## config.mk

```make
export PLATFORM = sky130hd
export DESIGN_NAME = echo_acked_tx_ring_buffer_core
export DESIGN_NICKNAME = d
export VERILOG_FILES = /design/src/hdl/etb_pkg.sv /design/src/hdl/etb_ram.sv /design/src/hdl/echo_acked_tx_ring_buffer_core.sv
export SDC_FILE = /design/constraint.sdc
export NUM_CORES = 1
export LEC_CHECK = 0
export BUFFER_PORTS_ARGS = -buffer_cell sky130_fd_sc_hd__buf_2
export CORE_ASPECT_RATIO = 0.9
export CORE_MARGIN = 2
export CORE_UTILIZATION = 40
export DETAILED_ROUTE_END_ITERATION = 8
export GPL_TIMING_DRIVEN = 0
export PLACE_DENSITY_LB_ADDON = 0.15
export RECOVER_POWER = 25
export SLEW_MARGIN = 20
export SYNTH_ARGS = -nofsm -noshare
export SYNTH_HDL_FRONTEND = slang
export SYNTH_SLANG_ARGS = --single-unit
```

## constraint.sdc

```tcl
create_clock -name clk -period 7.54 [get_ports clk]
set_input_delay 1.508 -clock clk [delete_from_list [all_inputs] [get_ports clk]]
set_output_delay 1.508 -clock clk [all_outputs]
set_load 0.01 [all_outputs]
```

## src/hdl/etb_pkg.sv

```systemverilog
// ----------------------------------------------------------------------------
// Echo-acknowledged transmit ring buffer package
// Shared request and result types, operation codes and constants.
// ----------------------------------------------------------------------------
package etb_pkg;

    typedef enum logic [1:0] {
        FUNC_WRITE = 2'd0,
        FUNC_KICK  = 2'd1,
        FUNC_ECHO  = 2'd2,
        FUNC_TICK  = 2'd3
    } func_t;

    typedef struct packed {
        func_t      func;
        logic [7:0] byte_in;
    } req_t;

    typedef struct packed {
        logic       tx_valid;
        logic [7:0] tx_byte;
        logic       status;
        logic       busy_res;
    } res_t;

    localparam logic [7:0] TIMEOUT_RESET = 8'd32;

endpackage

```

## src/hdl/etb_ram.sv

```systemverilog
// ----------------------------------------------------------------------------
// Generic single-port-write, single-port-read RAM
// One write and one registered read per cycle.
// ----------------------------------------------------------------------------
module etb_ram #(
    parameter int WIDTH = 8,
    parameter int DEPTH = 64,
    localparam int AW   = (DEPTH > 1) ? $clog2(DEPTH) : 1
) (
    input  logic             clk,
    input  logic             wr_en,
    input  logic [AW-1:0]    wr_addr,
    input  logic [WIDTH-1:0] wr_data,
    input  logic [AW-1:0]    rd_addr,
    output logic [WIDTH-1:0] rd_data
);

    logic [WIDTH-1:0] mem [DEPTH];

    always_ff @(posedge clk)
    begin
        if (wr_en)
        begin
            mem[wr_addr] <= wr_data;
        end
        rd_data <= mem[rd_addr];
    end

endmodule

```

## src/hdl/echo_acked_tx_ring_buffer_core.sv

```systemverilog
// ----------------------------------------------------------------------------
// Echo-acknowledged transmit ring buffer core
// A write that fits completes from idle; kick, tick, a full write and echo
// go via the head state, and a matching echo with more data pending then
// runs wait and send; these states cover the registered byte store read.
// One request at a time; the result strobe cannot be stalled.
// Reset clears the pointers, the sending flag and the tick counter, and sets
// the timeout to 32; the byte store contents are undefined until written.
// ----------------------------------------------------------------------------
module echo_acked_tx_ring_buffer_core #(
    parameter int BUFFER_DEPTH = 64
) (
    input  logic          clk,
    input  logic          rst_n,
    input  logic          start,
    output logic          busy,
    input  etb_pkg::req_t req,
    output logic          done,
    output etb_pkg::res_t result,
    input  logic          cfg_valid,
    output logic          cfg_ready,
    input  logic [7:0]    cfg_data
);

    localparam int AW = (BUFFER_DEPTH > 1) ? $clog2(BUFFER_DEPTH) : 1;
    localparam logic [AW-1:0] LAST_INDEX = AW'(BUFFER_DEPTH - 1);

    typedef enum logic [3:0] {
        ST_IDLE = 4'b0001,
        ST_HEAD = 4'b0010,
        ST_WAIT = 4'b0100,
        ST_SEND = 4'b1000
    } state_t;

    state_t        state_reg, state_next;
    logic [AW-1:0] wi_reg, wi_next;
    logic [AW-1:0] ri_reg, ri_next;
    logic          sending_reg, sending_next;
    logic [7:0]    tick_reg, tick_next;
    logic [7:0]    timeout_reg;
    logic          done_reg, done_next;
    etb_pkg::res_t result_reg, result_next;
    etb_pkg::req_t req_reg, req_next;

    logic          wr_en;
    logic [7:0]    head;
    logic [AW-1:0] wi_inc, ri_inc;
    logic          pending, full;
    logic [7:0]    tick_inc;

    etb_ram #(
        .WIDTH (8),
        .DEPTH (BUFFER_DEPTH)
    ) u_store (
        .clk     (clk),
        .wr_en   (wr_en),
        .wr_addr (wi_reg),
        .wr_data (req.byte_in),
        .rd_addr (ri_reg),
        .rd_data (head)
    );

    assign wi_inc   = (wi_reg == LAST_INDEX) ? '0 : wi_reg + AW'(1);
    assign ri_inc   = (ri_reg == LAST_INDEX) ? '0 : ri_reg + AW'(1);
    assign pending  = (wi_reg != ri_reg);
    assign full     = (wi_inc == ri_reg);
    assign tick_inc = tick_reg + 8'd1;

    assign busy      = (state_reg != ST_IDLE);
    assign done      = done_reg;
    assign result    = result_reg;
    assign cfg_ready = 1'b1;

    always_comb
    begin
        state_next   = state_reg;
        wi_next      = wi_reg;
        ri_next      = ri_reg;
        sending_next = sending_reg;
        tick_next    = tick_reg;
        req_next     = req_reg;
        done_next    = 1'b0;
        result_next  = '0;
        wr_en        = 1'b0;

        unique case (state_reg)
            ST_IDLE:
            begin
                if (start)
                begin
                    req_next = req;
                    if (req.func == etb_pkg::FUNC_WRITE && !full)
                    begin
                        wr_en     = 1'b1;
                        wi_next   = wi_inc;
                        done_next = 1'b1;
                    end
                    else
                    begin
                        state_next = ST_HEAD;
                    end
                end
            end
            ST_HEAD:
            begin
                state_next = ST_IDLE;
                done_next  = 1'b1;
                unique case (req_reg.func)
                    etb_pkg::FUNC_WRITE, etb_pkg::FUNC_KICK:
                    begin
                        result_next.status = (req_reg.func == etb_pkg::FUNC_WRITE);
                        if (!sending_reg && pending)
                        begin
                            sending_next         = 1'b1;
                            tick_next            = '0;
                            result_next.tx_valid = 1'b1;
                            result_next.tx_byte  = head;
                        end
                    end
                    etb_pkg::FUNC_ECHO:
                    begin
                        if (pending && head == req_reg.byte_in)
                        begin
                            ri_next = ri_inc;
                            if (wi_reg != ri_inc)
                            begin
                                state_next = ST_WAIT;
                                done_next  = 1'b0;
                            end
                            else
                            begin
                                sending_next = 1'b0;
                            end
                        end
                        else if (pending)
                        begin
                            tick_next            = '0;
                            result_next.tx_valid = 1'b1;
                            result_next.tx_byte  = head;
                        end
                        else
                        begin
                            sending_next = 1'b0;
                        end
                    end
                    etb_pkg::FUNC_TICK:
                    begin
                        if (tick_inc == timeout_reg)
                        begin
                            tick_next = '0;
                            if (!sending_reg && pending)
                            begin
                                sending_next         = 1'b1;
                                result_next.tx_valid = 1'b1;
                                result_next.tx_byte  = head;
                            end
                        end
                        else
                        begin
                            tick_next = tick_inc;
                        end
                    end
                    default:
                    begin
                        state_next = ST_IDLE;
                    end
                endcase
            end
            ST_WAIT:
            begin
                state_next = ST_SEND;
            end
            ST_SEND:
            begin
                state_next           = ST_IDLE;
                done_next            = 1'b1;
                tick_next            = '0;
                result_next.tx_valid = 1'b1;
                result_next.tx_byte  = head;
            end
            default:
            begin
                state_next = ST_IDLE;
            end
        endcase

        result_next.busy_res = sending_next;
    end

    always_ff @(posedge clk or negedge rst_n)
    begin
        if (!rst_n)
        begin
            state_reg   <= ST_IDLE;
            wi_reg      <= '0;
            ri_reg      <= '0;
            sending_reg <= 1'b0;
            tick_reg    <= '0;
            timeout_reg <= etb_pkg::TIMEOUT_RESET;
            done_reg    <= 1'b0;
        end
        else
        begin
            state_reg   <= state_next;
            wi_reg      <= wi_next;
            ri_reg      <= ri_next;
            sending_reg <= sending_next;
            tick_reg    <= tick_next;
            done_reg    <= done_next;
            if (cfg_valid && cfg_ready)
            begin
                timeout_reg <= cfg_data;
            end
        end
    end

    always_ff @(posedge clk)
    begin
        req_reg    <= req_next;
        result_reg <= result_next;
    end

endmodule
```

# Yosys cells after proc, flatten, opt, wreduce, memory -nomap -nowiden
# Memories as Yosys holds them, arrays and structs flattened. A register that Yosys moved wholly into a read port is not among the register bits.
# Cells that the tools add are included.
# Widths: inputs -> output; s select.
# op_classes
n_addsub,3
eq_ne,20
muxes,36
n_reduce_logical,15
# ops
cell,n
$mux 9,4
$mux 8,4
$pmux 9 s3,1
$pmux 8 s3,1
$pmux 9 s2,1
$eq 8x8->1,2
$pmux 8 s2,1
$mux 1,14
$add 6x1->6 const B,2
$eq 6x6->1 const B,2
$mux 6,2
$ne 6x6->1,2
$pmux 4 s3,1
$mux 3,3
$ne 3x3->1 const B,3
$add 8x1->8 const B,1
$mux 4,2
$eq 6x6->1,1
$pmux 1 s3,2
$reduce_and 2->1,3
$reduce_and 3->1,2
$eq 2x2->1 const B,2
$eq 4x1->1 const B,1
$eq 4x2->1 const B,1
11 further kinds,16
# totals
regBits,55
ramBits,512
in_bits,22
out_inout_bits,14
elab_cells,88
n_memories,1
# memory_table
memory,words,width,read_ports,rd_ports_with_merged_regs,write_ports,line,rtl
u_store.mem,64,8,1,1,1,etb_ram.sv:18,logic [WIDTH-1:0] mem [DEPTH];

# Depth between registers and ports, before layout
# logic_depth
depth_word,10
ltp_mapped,10
depth_no_buf,8

# Cells and area by module
# A second synthesis with hierarchy kept.
# hier_totals
hier_cells,1242
hier_area_um2,23151.0
# by_module_without_submodules
module,n_inst,cells_per_inst,area_per_inst_um2,seq_area_each_um2
etb_ram,1,940,20166.8,15534.9
echo_acked_tx_ring_buffer_core,1,302,2984.1,1373.8

# Least setup slack after synthesis
# No wires, ideal clock.
# synth_path
path_type,input to register
startpoint,in start
endpoint,"mem u_store.mem[63][0], enable pin"
setup_ps,395
t_arrival_ps,3101
required_ps,7145
setup_slack_ps,4044
path_stages,6
path_buffers,2
cell_sequence,nand2_1 -> nor3_1 -> o31ai_4 -> buf_6 -> buf_4 -> nor4_1
# synth_via
elab_chain_len,4
# synth_rtl
element,line,rtl
start: declaration,echo_acked_tx_ring_buffer_core.sv:15,"input logic start,"
$mux 1,echo_acked_tx_ring_buffer_core.sv:89,if (start)
$mux 1,echo_acked_tx_ring_buffer_core.sv:86,unique case (state_reg)
$mux 1,etb_ram.sv:22,if (wr_en)
$mux 1 (implied by the code),etb_ram.sv:24,mem[wr_addr] <= wr_data;
end: declaration,etb_ram.sv:18,
# Every way passes these cells.

# Final worst setup path
# layout_path
startpoint,in req[0] (netlist name)
endpoint,mem u_store.mem[42][0] (data pin)
# layout_lines
element,line,rtl
start: declaration,echo_acked_tx_ring_buffer_core.sv:17,"input etb_pkg::req_t req,"
# Straight into the memory's write port.

==> metrics.txt <==
status finished, violations left; failing checks max-capacitance violations, max-slew violations; Ports 36; Crit-path slowest cell clkbuf_1; critical path type in -> reg; Slew headroom -111%; RSZ-0062 raised after global routing no; fmax 263 MHz; DIE WIDTH 257 microns; CTS buffer count 59; Gates resized, CTS repair 0; fin area 26100 sq um; Core Util, Final 45.9%; Tot GR Track Use 18.7%; Fin. Hold Viols 0; Clock Tree Buf Depth 3; number of global-route vias before repair 11294; max FFs per register 512; placed instance area 24200 sq um; Seq cells post-synth 575; Post-CTS Setup Bufs 0; sequential cell area fraction in the yosys report 73.5%; DIE AREA between 50000 and 60000 sq um; Slew Limit Fails 365; CP Data Required Time 7500 ps; CTS tree yes; Worst EP arrival between 3000 and 4000 ps; post-DR vias/cell 5.48; final WL 54.7 mm; CTS Sinks 575; worst path buffer plus inverter count 1; worst skew pair latency 620 ps; commonest cells after routing, fill and taps aside edfxtp_1, mux4_2, nor2_1, clkbuf_16, buf_2; Hold/Removal Path Class reg -> reg; max-cap viol count 6; Routed Antenna Nets 0; H-tree depth 2; met2 WL post-DR 25.5 mm; post-synthesis async set-or-reset flop share 5.91%; Root Buffer clkbuf_16; number of synthesized flops with an enable pin around 520; slowest cell delay on critical path 2180 ps; largest net degree at the start of global routing 66; synth unique cells 69; DRC Markers 0; CP Capture Type flip-flop; ys flop type edfxtp_1; initial core utilization 40.4%; Ant. Diodes 0; FILL cells 4892; Pre-antenna DRT Iters 5; Post-Route M1 WL 25.0 mm; Multi-input gate area 5750 sq um; startpoint types primary input; first-pass GRT wire length approximately 80 mm; Area Overhead vs Synth 13.5%; Initial DRC Count 1054; Mapped Nets approximately 1200; period utilization 50.5%; Reg clk slew, reported paths 60 ps; Routed WL per cell around 27 microns; Core Box Area 56900 sq um; Worst Skew 22.2 ps; Nets 1267; total number of vias about 11000; metal3 WL 3.23 mm; Tmin final roughly 3800 ps; setup TNS 0 ps; Mapped Area 23000 sq um; Pleak 8.11 nW; worst slew pin tran 3160 ps; initial antenna violation count 0; PwrDens 265 nW/um^2; placed insts a little under 2000; FF/Latch Area approximately 17000 sq um; Top Layer Used met4; layout cells sized above 1 27.0%; Setup-failing EPs final 0; routability congestion estimate from global placement between 0.8 and 0.9; cell family with the largest share of critical-path delay buffers and inverters; CP cell instances clkbuf_1; cells after synthesis about 1100; largest fanout on the critical path 65; synth warn 0; Avg Inst Size Synth 20.1 sq um; DP Wirelength between 30 and 40 mm; commonest non-fill, non-tap cell in the layout edfxtp_1; Hold Buf Count CTS 0; GRT overflow 0; peak supply drop 0.170 mV; Cell Rows 83; final std cells w/o fill 2052; PortBufs 33; Die Ht around 230 microns
-- logic make-up after synthesis --
logic type               Yosys count  share of synthesized area (%)
buffers and inverters             77                           1.66
multiplexers                     170                           16.2
XOR/XNOR                          36                           1.44
AND/OR/NAND/NOR                  204                           4.57
AO/OA/AOI/OAI                     77                           2.48
other                              1                         0.0163
adder cells (fa/ha/maj)            3                          0.163
flip-flops                       575                           73.5
-- layer usage --
layer / GRT usage [%] / vias to the layer above
li1: - / 4860
met1: 27.4 / 5998
met2: 29.1 / 323
met3: 3.79 / 73
met4: 4.23 / 0
met5: 0 / -
-- area by class of cell --
class                      instances  share of cell area [%]
inverter                           6                  0.0863
multi-input combinational        491                    22.0
clock inverter                    37                    1.33
clock buffer                      69                    5.96
tap                              765                    3.67
buffer                            71                    1.38
sequential                       575                    64.8
timing repair buffer              38                   0.753
-- report_power, final --
group / internal (W) / total, W / switching [W]
clock: 0.00170 / 0.00290 / 0.00120
sequential: 0.00354 / 0.00357 / 0.0000379
combinational: 0.000134 / 0.000441 / 0.000307
-- final timing paths --
path / startpoint / endpoint / slack [ps] / depth (start not counted)
max: req[0] / u_store.mem[42][0] / 3730 / 1
min: u_store.rd_data[0] / result[2] / 480 / 1
max reg2reg: wi_reg[0] / u_store.mem[50][7] / 3990 / 9
min reg2reg: u_store.rd_data[0] / result[2] / 480 / 1
max in group asynchronous: rst_n / timeout_reg[3] / 4890 / 1
min in group asynchronous: rst_n / ri_reg[5] / 1480 / 1
-- stage by stage --
| step | worst slack (ps) | hold slack, ps | power (W) |
|---|---|---|---|
| 3_3_place_gp | 2930 | 467 | 0.00407 |
| 3_5_place_dp | 3430 | 472 | 0.00408 |
| 5_1_grt | 3510 | 486 | 0.00714 |
| 6_report | 3730 | 482 | 0.00691 |
| 2_1_floorplan | 4040 | 450 | 0.00388 |
| 4_1_cts | 3980 | 483 | 0.00697 |
-- cell usage after synthesis, drive strengths merged (2+ instances only) --
master / instances / area, sq um
nand3b: 2 / 15.0
dfstp: 2 / 52.6
a21o: 6 / 45.0
a21oi: 8 / 40.0
o21ai: 15 / 75.1
mux2: 10 / 113
clkbuf: 16 / 60.1
nor2b: 10 / 62.6
o22ai: 2 / 12.5
mux4: 160 / 3600
xnor2: 18 / 173
o211ai: 3 / 22.5
a31oi: 2 / 12.5
nor4b: 2 / 32.5
nand3: 14 / 80.1
nor3: 17 / 85.1
edfxtp: 522 / 15700
nor4: 4 / 25.0
dfxtp: 19 / 380
or4: 2 / 15.0
nand2: 37 / 155
dfrtp: 32 / 801
inv: 6 / 22.5
or3: 5 / 31.3
or3b: 2 / 17.5
or4b: 4 / 43.8
nand4: 3 / 18.8
buf: 55 / 299
nor2: 77 / 299
o31ai: 6 / 58.8
ha: 3 / 37.5
a22oi: 17 / 141
o2bb2ai: 6 / 52.6
xor2: 18 / 158
or2: 5 / 31.3
and2: 14 / 87.6
(Power assumes the default switching activity.)
